[src/refp_pkg.sv]
// Shared constants and types for the ROI event frame parser.
package refp_pkg;

    // Frame layout: sync word, four region words, then the trailer words.
    localparam int TRAILER_WORDS = 5;
    localparam int HDR_LEN       = 5 + TRAILER_WORDS;
    localparam int STORE_DEPTH   = HDR_LEN - 1;
    localparam int IDX_W         = $clog2(STORE_DEPTH);
    localparam int CNT_W         = $clog2(STORE_DEPTH + 1);

    // With no trailer words the ymax word is the last header word and is never stored.
    localparam bit YMAX_STORED = (STORE_DEPTH > 4);
    localparam int YMAX_IDX    = YMAX_STORED ? 4 : 0;

    localparam int WORD_W   = 16;
    localparam int LIMIT_W  = 11;
    localparam int PIXCNT_W = 21;
    localparam int CFG_IDX_W = 2;

    localparam logic [WORD_W-1:0]   SYNC_WORD = 16'hFFFF;
    localparam logic [LIMIT_W-1:0]  LIMIT_CAP = 11'd1024;

    // Configuration register indexes.
    localparam logic [CFG_IDX_W-1:0] CFG_X_LIMIT    = 2'd0;
    localparam logic [CFG_IDX_W-1:0] CFG_Y_LIMIT    = 2'd1;
    localparam logic [CFG_IDX_W-1:0] CFG_MAX_PIXELS = 2'd2;

    localparam logic [LIMIT_W-1:0]  X_LIMIT_RST    = 11'd300;
    localparam logic [LIMIT_W-1:0]  Y_LIMIT_RST    = 11'd352;
    localparam logic [PIXCNT_W-1:0] MAX_PIXELS_RST = 21'd100000;

    // Result status codes.
    localparam logic [1:0] ST_EVENT    = 2'd0;
    localparam logic [1:0] ST_BAD_ROI  = 2'd1;
    localparam logic [1:0] ST_OVERSIZE = 2'd2;

    typedef enum logic [3:0] {
        PH_HUNT   = 4'b0001,
        PH_HEADER = 4'b0010,
        PH_PIXELS = 4'b0100,
        PH_SKIP   = 4'b1000
    } t_phase;

endpackage

[src/refp_word_if.sv]
// Input stream channel carrying one 16-bit detector word per transfer.
interface refp_word_if;
    logic        valid;
    logic        ready;
    logic [15:0] in_word;

    modport source (output valid, output in_word, input ready);
    modport sink   (input valid, input in_word, output ready);
endinterface

[src/refp_result_if.sv]
// Result channel carrying event words and notices.
interface refp_result_if;
    logic        valid;
    logic        ready;
    logic [15:0] out_word;
    logic        first_of_event;
    logic        last_of_run;
    logic [1:0]  status;

    modport source (output valid, output out_word, output first_of_event,
                    output last_of_run, output status, input ready);
    modport sink   (input valid, input out_word, input first_of_event,
                    input last_of_run, input status, output ready);
endinterface

[src/roi_event_frame_parser.sv]
// Top level of the ROI event frame parser: deframing state machine and result register.
//
// Usage: detector words enter on i_in, one per transfer. Outside a frame every word
// other than the 0xFFFF sync word is dropped. A frame is the sync word, the four
// region words (xmin, xmax, ymin, ymax) and the trailer words, followed by the pixel
// words. The header is held inside until its last word arrives. A good event then
// leaves on o_out as the whole header (sync word flagged first_of_event) followed by
// every pixel word, the last one flagged last_of_run. A bad region or an oversized
// event gives a single notice word instead (zero data, last_of_run set, status code).
// Results are registered and reach o_out in the cycle after the transfer causing them.
// Throughput: one word per cycle, except that i_in is held not ready while the header
// is released through the result register. The result register lets a new word enter
// in the same cycle that the pending result is taken; when the receiver stalls, i_in
// drops ready and nothing is lost. Reset brings back the default limits, empties the
// result register and starts hunting for a sync word. The user must write limits
// through i_cfg_* only while the block is idle; the block does not enforce this.
module roi_event_frame_parser
    import refp_pkg::*;
(
    input  logic                 i_clk,
    input  logic                 i_rst_n,
    refp_word_if.sink            i_in,
    refp_result_if.source        o_out,
    input  logic                 i_cfg_we,
    input  logic [CFG_IDX_W-1:0] i_cfg_index,
    input  logic [PIXCNT_W-1:0]  i_cfg_data
);

    localparam logic [CNT_W-1:0] DEPTH_C = CNT_W'(STORE_DEPTH);
    localparam logic [CNT_W-1:0] XMAX_C  = CNT_W'(2);
    localparam logic [CNT_W-1:0] YMAX_C  = CNT_W'(4);

    // Configuration registers.
    logic [LIMIT_W-1:0]  r_x_limit;
    logic [LIMIT_W-1:0]  r_y_limit;
    logic [PIXCNT_W-1:0] r_max_pixels;

    // Parser state.
    t_phase              r_phase, n_phase;
    logic [CNT_W-1:0]    r_hdr_cnt, n_hdr_cnt;
    logic [PIXCNT_W-1:0] r_pix_left, n_pix_left;
    logic [WORD_W-1:0]   r_store [STORE_DEPTH];
    logic [LIMIT_W-1:0]  r_dx, n_dx;
    logic [PIXCNT_W-1:0] r_npix, n_npix;

    // Header release sequencer.
    logic                r_rel_active, n_rel_active;
    logic [CNT_W-1:0]    r_rel_idx, n_rel_idx;
    logic [WORD_W-1:0]   r_last_hdr, n_last_hdr;

    // Result register.
    logic                r_out_valid;
    logic [WORD_W-1:0]   r_out_word;
    logic                r_out_first;
    logic                r_out_last;
    logic [1:0]          r_out_status;

    logic                out_free;
    logic                in_fire;
    logic                load;
    logic [WORD_W-1:0]   ld_word;
    logic                ld_first;
    logic                ld_last;
    logic [1:0]          ld_status;
    logic                st_we;
    logic [IDX_W-1:0]    st_idx;

    logic [LIMIT_W-1:0]  c_xl, c_yl;
    logic [WORD_W-1:0]   c_xmin, c_xmax, c_ymin, c_ymax;
    logic                c_roi_ok;
    logic [LIMIT_W-1:0]  c_dy;
    logic [2*LIMIT_W-1:0] c_prod;
    logic [PIXCNT_W-1:0] c_npix;
    logic [WORD_W-1:0]   c_rel_word;

    // The result register frees up when it is empty or its word is taken this cycle.
    assign out_free   = !r_out_valid || o_out.ready;
    assign i_in.ready = out_free && !r_rel_active;
    assign in_fire    = i_in.valid && i_in.ready;

    // Region check on the stored header words, against limits capped at 1024.
    assign c_xl   = (r_x_limit > LIMIT_CAP) ? LIMIT_CAP : r_x_limit;
    assign c_yl   = (r_y_limit > LIMIT_CAP) ? LIMIT_CAP : r_y_limit;
    assign c_xmin = r_store[1];
    assign c_xmax = r_store[2];
    assign c_ymin = r_store[3];
    assign c_ymax = YMAX_STORED ? r_store[YMAX_IDX] : i_in.in_word;
    assign c_roi_ok = (c_xmax < WORD_W'(c_xl)) && (c_xmax > c_xmin)
                   && (c_ymax < WORD_W'(c_yl)) && (c_ymax > c_ymin);

    // The region widths only matter when the check passes, where they fit in 11 bits.
    // The product is taken as the ymax word passes and kept for the last header word.
    assign c_dy   = i_in.in_word[LIMIT_W-1:0] + LIMIT_W'(1) - r_store[3][LIMIT_W-1:0];
    assign c_prod = (2*LIMIT_W)'(r_dx) * (2*LIMIT_W)'(c_dy);
    assign c_npix = YMAX_STORED ? r_npix : c_prod[PIXCNT_W-1:0];

    assign c_rel_word = (r_rel_idx < DEPTH_C) ? r_store[r_rel_idx[IDX_W-1:0]] : r_last_hdr;

    always_comb begin
        n_phase      = r_phase;
        n_hdr_cnt    = r_hdr_cnt;
        n_pix_left   = r_pix_left;
        n_dx         = r_dx;
        n_npix       = r_npix;
        n_rel_active = r_rel_active;
        n_rel_idx    = r_rel_idx;
        n_last_hdr   = r_last_hdr;
        load         = 1'b0;
        ld_word      = '0;
        ld_first     = 1'b0;
        ld_last      = 1'b0;
        ld_status    = ST_EVENT;
        st_we        = 1'b0;
        st_idx       = '0;

        if (r_rel_active) begin
            // Release the held header one word per free slot; the last header word
            // was kept apart from the store.
            if (out_free) begin
                load      = 1'b1;
                ld_word   = c_rel_word;
                n_rel_idx = r_rel_idx + CNT_W'(1);
                if (r_rel_idx == DEPTH_C) begin
                    n_rel_active = 1'b0;
                end
            end
        end else if (in_fire) begin
            case (r_phase)
                PH_HUNT: begin
                    if (i_in.in_word == SYNC_WORD) begin
                        st_we     = 1'b1;
                        st_idx    = '0;
                        n_hdr_cnt = CNT_W'(1);
                        n_phase   = PH_HEADER;
                    end
                end
                PH_HEADER: begin
                    if (r_hdr_cnt < DEPTH_C) begin
                        st_we     = 1'b1;
                        st_idx    = r_hdr_cnt[IDX_W-1:0];
                        n_hdr_cnt = r_hdr_cnt + CNT_W'(1);
                        if (r_hdr_cnt == XMAX_C) begin
                            n_dx = i_in.in_word[LIMIT_W-1:0] + LIMIT_W'(1)
                                 - r_store[1][LIMIT_W-1:0];
                        end
                        if (r_hdr_cnt == YMAX_C) begin
                            n_npix = c_prod[PIXCNT_W-1:0];
                        end
                    end else begin
                        n_hdr_cnt = '0;
                        if (!c_roi_ok) begin
                            load      = 1'b1;
                            ld_last   = 1'b1;
                            ld_status = ST_BAD_ROI;
                            n_phase   = PH_HUNT;
                        end else begin
                            n_pix_left = c_npix;
                            if (c_npix > r_max_pixels) begin
                                load      = 1'b1;
                                ld_last   = 1'b1;
                                ld_status = ST_OVERSIZE;
                                n_phase   = PH_SKIP;
                            end else begin
                                // Sync word goes out now, the rest follows.
                                load         = 1'b1;
                                ld_word      = r_store[0];
                                ld_first     = 1'b1;
                                n_rel_active = 1'b1;
                                n_rel_idx    = CNT_W'(1);
                                n_last_hdr   = i_in.in_word;
                                n_phase      = PH_PIXELS;
                            end
                        end
                    end
                end
                PH_PIXELS: begin
                    load    = 1'b1;
                    ld_word = i_in.in_word;
                    if (r_pix_left <= PIXCNT_W'(1)) begin
                        ld_last    = 1'b1;
                        n_pix_left = '0;
                        n_phase    = PH_HUNT;
                    end else begin
                        n_pix_left = r_pix_left - PIXCNT_W'(1);
                    end
                end
                PH_SKIP: begin
                    // Pixel words of an oversized event are dropped without sync checks.
                    if (r_pix_left <= PIXCNT_W'(1)) begin
                        n_pix_left = '0;
                        n_phase    = PH_HUNT;
                    end else begin
                        n_pix_left = r_pix_left - PIXCNT_W'(1);
                    end
                end
                default: begin
                    n_phase = PH_HUNT;
                end
            endcase
        end
    end

    always_ff @(posedge i_clk) begin
        if (!i_rst_n) begin
            r_x_limit    <= X_LIMIT_RST;
            r_y_limit    <= Y_LIMIT_RST;
            r_max_pixels <= MAX_PIXELS_RST;
        end else if (i_cfg_we) begin
            case (i_cfg_index)
                CFG_X_LIMIT:    r_x_limit    <= i_cfg_data[LIMIT_W-1:0];
                CFG_Y_LIMIT:    r_y_limit    <= i_cfg_data[LIMIT_W-1:0];
                CFG_MAX_PIXELS: r_max_pixels <= i_cfg_data;
                default: begin
                end
            endcase
        end
    end

    always_ff @(posedge i_clk) begin
        if (!i_rst_n) begin
            r_phase      <= PH_HUNT;
            r_hdr_cnt    <= '0;
            r_pix_left   <= '0;
            r_rel_active <= 1'b0;
            r_rel_idx    <= '0;
            r_out_valid  <= 1'b0;
        end else begin
            r_phase      <= n_phase;
            r_hdr_cnt    <= n_hdr_cnt;
            r_pix_left   <= n_pix_left;
            r_rel_active <= n_rel_active;
            r_rel_idx    <= n_rel_idx;
            if (load) begin
                r_out_valid <= 1'b1;
            end else if (o_out.ready) begin
                r_out_valid <= 1'b0;
            end
        end
    end

    // Payload registers need no reset.
    always_ff @(posedge i_clk) begin
        r_dx       <= n_dx;
        r_npix     <= n_npix;
        r_last_hdr <= n_last_hdr;
        if (st_we) begin
            r_store[st_idx] <= i_in.in_word;
        end
        if (load) begin
            r_out_word   <= ld_word;
            r_out_first  <= ld_first;
            r_out_last   <= ld_last;
            r_out_status <= ld_status;
        end
    end

    assign o_out.valid          = r_out_valid;
    assign o_out.out_word       = r_out_word;
    assign o_out.first_of_event = r_out_first;
    assign o_out.last_of_run    = r_out_last;
    assign o_out.status         = r_out_status;

endmodule
[src/flat_wrapper.sv]
// flat-port wrapper written by rule: the top's interface ports become plain ports
module roi_event_frame_parser_flat import refp_pkg::*;
  (i_clk, i_rst_n, i_cfg_we, i_cfg_index, i_cfg_data, i_in_valid, i_in_in_word, i_in_ready, o_out_valid, o_out_out_word, o_out_first_of_event, o_out_last_of_run, o_out_status, o_out_ready);
  refp_word_if i_in_i ();
  refp_result_if o_out_i ();
  input  logic i_clk;
  input  logic i_rst_n;
  input  logic i_cfg_we;
  input  logic [CFG_IDX_W-1:0] i_cfg_index;
  input  logic [PIXCNT_W-1:0] i_cfg_data;
  input wire logic [$bits(i_in_i.valid)-1:0] i_in_valid;
  input wire logic [$bits(i_in_i.in_word)-1:0] i_in_in_word;
  output wire logic [$bits(i_in_i.ready)-1:0] i_in_ready;
  output wire logic [$bits(o_out_i.valid)-1:0] o_out_valid;
  output wire logic [$bits(o_out_i.out_word)-1:0] o_out_out_word;
  output wire logic [$bits(o_out_i.first_of_event)-1:0] o_out_first_of_event;
  output wire logic [$bits(o_out_i.last_of_run)-1:0] o_out_last_of_run;
  output wire logic [$bits(o_out_i.status)-1:0] o_out_status;
  input wire logic [$bits(o_out_i.ready)-1:0] o_out_ready;
  assign i_in_i.valid = i_in_valid;
  assign i_in_i.in_word = i_in_in_word;
  assign i_in_ready = i_in_i.ready;
  assign o_out_valid = o_out_i.valid;
  assign o_out_out_word = o_out_i.out_word;
  assign o_out_first_of_event = o_out_i.first_of_event;
  assign o_out_last_of_run = o_out_i.last_of_run;
  assign o_out_status = o_out_i.status;
  assign o_out_i.ready = o_out_ready;
  roi_event_frame_parser u_core (.i_clk(i_clk), .i_rst_n(i_rst_n), .i_in(i_in_i), .o_out(o_out_i), .i_cfg_we(i_cfg_we), .i_cfg_index(i_cfg_index), .i_cfg_data(i_cfg_data));
endmodule
[config.mk]
export PLATFORM = sky130hd
export DESIGN_NAME = roi_event_frame_parser_flat
export DESIGN_NICKNAME = d
export VERILOG_FILES = /design/src/refp_pkg.sv /design/src/refp_word_if.sv /design/src/refp_result_if.sv /design/src/roi_event_frame_parser.sv /design/src/flat_wrapper.sv
export SDC_FILE = /design/constraint.sdc
export NUM_CORES = 1
export LEC_CHECK = 0
export ABC_AREA = 1
export BUFFER_PORTS_ARGS = -buffer_cell sky130_fd_sc_hd__buf_2
export CORE_MARGIN = 3
export CORE_UTILIZATION = 63
export CTS_CLUSTER_SIZE = 8
export DETAILED_ROUTE_END_ITERATION = 8
export PLACE_DENSITY = 0.8
export SYNTH_ARGS = -nofsm -noshare
export SYNTH_HDL_FRONTEND = slang
export SYNTH_SLANG_ARGS = --single-unit
[constraint.sdc]
create_clock -name i_clk -period 9.24 [get_ports i_clk]
set_clock_uncertainty 0.1 [all_clocks]
set_input_delay 1.386 -clock i_clk [delete_from_list [all_inputs] [get_ports i_clk]]
set_output_delay 1.386 -clock i_clk [all_outputs]
set_load 0.02 [all_outputs]
==> summary by stage <==
Logic synthesis
The synthesized design contains 324 enable-type register cells. The count of synthesis-stage warnings from yosys is 0. The top-area cell type share of the netlist area is 41.10%. The number of instances in the synthesized netlist is 2447. For this run, asynchronously set or reset flops after synthesis account for 0%. The netlist uses 54 different library cells. In the synthesized netlist, the cells that appear most often are sky130_fd_sc_hd__nand2_1 (390), sky130_fd_sc_hd__inv_1 (352), sky130_fd_sc_hd__edfxtp_1 (324).

Among all flip-flop cells after synthesis, the most frequent one is sky130_fd_sc_hd__edfxtp_1. The post-synthesis average cell area is 9.674 um^2. The synthesized design spends more area on one cell type than any other, namely sky130_fd_sc_hd__edfxtp_1.

The sequential element share of the synthesized area is 48.03%. The post-synthesis sequential element count is 406. Among all cell types in the netlist, the one instantiated most often is sky130_fd_sc_hd__nand2_1. In this run the cell area of the synthesized design comes to 0.02367 mm^2. By area the synthesized netlist is led by sky130_fd_sc_hd__edfxtp_1 (41%), sky130_fd_sc_hd__ha_1 (8.5%), sky130_fd_sc_hd__dfxtp_1 (6.9%).

Critical path
The worst setup path is captured at a flop. The class of the most critical setup path is in -> reg. The flop-to-flop setup slack is 2140 ps. In this run the critical register-to-register path is launched from u_core.r_store[3][0].

The most frequent cell on the critical path is sky130_fd_sc_hd__fa_1. STA classifies the critical path startpoint as a primary input. For this run, the slowest stage of the critical path takes 710 ps.

The endpoint identified for the worst register-to-register timing path is u_core.c_npix[20]. The slowest stage of the critical path is the sky130_fd_sc_hd__xnor2_1 cell. The source of the critical timing path is i_in_in_word[0]. The worst-path maximum fanout is 11. Counting cells, the worst reg-to-reg path comes to 29. The arrival time at the worst endpoint is 8530 ps.

The endpoint required time on the critical path is 9490 ps.

GRT
Global routing consumed, over all layers together, 32.01% of the routing resources. The global-route wire length before repair is 98140 um. The total overflow left after global routing is 0. The via count of the first global-routing pass came to 18.23k. The number of antenna violations at the first check in global routing is 1. Entering global routing, the biggest net connects 78 pins.

Floorplan
The count of boundary I/O pins is 66. The region available for standard cell placement spans 0.03679 mm^2. The row count is 70. The initial core utilization is 64.35%. The floorplan step set the die width to 199.8 um. The floorplan step set the die height to 199.8 um.

The area of the die is 0.03994 mm^2.

Min path
Along the worst hold path, the cell count comes to 2. The startpoint of the worst hold path is u_core.r_max_pixels[2]. The hold-critical path endpoint is u_core.r_max_pixels[2]. The class of the tightest hold or removal check is reg -> reg.

STA
The fraction of the cycle the final worst path needs is 89.61%. The final critical-path required period is 8280 ps. The hold violation total from the final report was 0. Setup repair after global routing left no endpoint under its margin. For the pin with the worst max-slew slack, the measured transition is 1169 ps. Setup violations remaining at the end of the flow were counted as 0.

In the post-route analysis, the smallest setup slack over all paths is 959.9 ps. The max-slew violation count is 0. The highest achievable clock rate is 120.8 MHz. Adding up every negative setup slack in the final design gives 0 ps.

In this run the tightest slew margin relative to its limit is 21.98%.

Clocking
Clock-pin slew was measured on the worst setup and hold paths at 50 ps. The insertion delay of the later-clocked pin in the worst-skew pair is 610 ps. Post-CTS repair changed the size of 0 cells. The TritonCTS clock tree is yes. TritonCTS created 57 clock buffers. Hold repair after CTS inserted 0 buffers. Once the clock tree was built, the setup fixing pass inserted 0 buffers.

The number of sinks handled by clock tree synthesis is 406. The clock passes through at most 3 buffers. The H-tree level count is 2.

The clock root buffer is sky130_fd_sc_hd__clkbuf_16.

Layout
Relative to the synthesized area, the layout overhead comes to 11.41%. The fraction of final layout cells sized beyond drive strength 1 is 8.247%. For this run, the share of the core covered by cells in the final layout is 71.69%. The number of nets at the end of the flow is 2872. Leaving out filler cells and counting taps, the final layout contains 3076.

Pwr
The power density over cell area is 215.8 mW/mm^2. The peak ir drop on the vdd network is 0.0002178 V. For this design the static power due to leakage is 11.10 nW.

Placement
The total half-perimeter wirelength after legalization and detailed placement is 44250 um. The count of buffers from port buffering is 65. The congestion estimate from routability-driven global placement came to 0.9782. At the placement stage, the worst setup path has a slack of 438.3 ps. The placed cell count is 2996.

Flow run
The tool flagged a number of max-cap violations equal to 0.

Routing
The number of DRC markers in iteration 0 is 1945. The number of detailed-routing iterations run before antenna repair is 5. In the final routed layout, each cell accounts on average for 20.60 um. Summing over every cut layer, the via total after detailed routing is 18.41k. The residual antenna-violating net count after detailed routing is 0.

Summed over all layers, the routed wires come to 63370 um. After detailed routing, the number of vias per cell comes to 5.984. The number of remaining DRC errors is 0.

Outcome
The flow ran to the end, and the final reports show no timing, DRC or antenna violations.
==> report_power, final <==
group	leakage, nW	internal, mW	switching [mW]
logic	6.68	0.605	1.04
registers	3.64	2.10	0.0190
clock network	0.784	1.17	0.753
==> cells by family after synthesis <==
logic type	after synthesis	synth area share [%]
DFF	406	48.03
other	1	0.01584
xor gates and xnor gates	57	2.109
and+or+nand+nor	754	13.42
adders and majority gates	241	15.31
muxes	46	1.945
buffers and inverters	450	7.336
AOI/OAI and AO/OA	492	11.83
==> sequential cells by signal, summed over array words and instances, names as in the netlist, named ones only <==
register,cells
u_core.r_rel_idx,4
u_core.r_dx,11
u_core.o_out.status,2
u_core.o_out.last_of_run,1
u_core.r_last_hdr,16
u_core.r_pix_left,21
u_core.r_phase,4
u_core.r_store,256
u_core.r_rel_active,1
u_core.o_out.first_of_event,1
u_core.r_max_pixels,21
u_core.c_npix,21
u_core.o_out.out_word,16
u_core.r_hdr_cnt,4
u_core.r_y_limit,11
u_core.r_x_limit,11
u_core.o_out.valid,1
==> worst max-delay path by stage <==
| stage | end |
|---|---|
| final | u_core.c_npix[20] |
| after global routing | u_core.c_npix[20] |
| after CTS | u_core.c_npix[20] |
| after detailed placement | u_core.c_npix[20] |
| after global placement | u_core.c_npix[20] |
| after floorplan | u_core.c_npix[17] |
==> cell type report <==
class                           count  area (um^2)
Sequential cell                   406        11380
Multi-Input combinational cell   1654        10810
Fill cell                        2623        10410
Clock buffer                       76         1540
Inverter                          368         1381
Timing Repair Buffer              100        588.1
Tap cell                          468        585.6
Clock inverter                      3        90.09
Antenna cell                        1        2.502
==> metrics by stage <==
step / hold WS (ps) / power [mW] / instance area [um^2]
CTS: 359.7 / 5.710 / 26370
global route: 383.1 / 6.051 / 26370
global placement: 346.7 / 3.735 / 24740
detailed placement: 353.2 / 3.787 / 24740
finish: 354.1 / 5.690 / 26370
floorplan: 333.1 / 3.365 / 23910
==> worst max-delay path: cells and delay by family <==
family                     cells  cell delay, ps
xor gates and xnor gates       2             990
AOI/OAI and AO/OA              5             940
buffers and inverters          5             370
and+or+nand+nor                9            1410
adders and majority gates      8            3420
==> placed cells by master (no fill, tap or decap), drive strengths merged, types with 2 or more instances in the layout <==
master	n
nand2	395
nor4	7
edfxtp	324
inv	364
a21o	3
a32oi	2
xnor2	10
o21a	4
nand4	15
o21ai	182
dfxtp	82
fa	81
a22oi	12
nand3b	2
ha	160
xor2	47
mux2i	46
a21oi	185
clkbuf	76
o21bai	3
o211ai	69
or2	7
a211oi	6
a31oi	16
o31ai	4
clkinv	6
conb	64
nor2	199
nand3	112
buf	100
nor3	15
==> routing by layer <==
| metal | vias up | part of all wire, % | track usage [%] |
|---|---|---|---|
| li1 | 8485 | - | - |
| met2 | 950 | 49 | 54.57 |
| met4 | 2 | 5.2 | 15.35 |
| met5 | - | 0.032 | 0 |
| met3 | 188 | 8.8 | 5.337 |
| met1 | 8782 | 37 | 40.16 |
No activity file was read; power rests on OpenSTA's default activity.
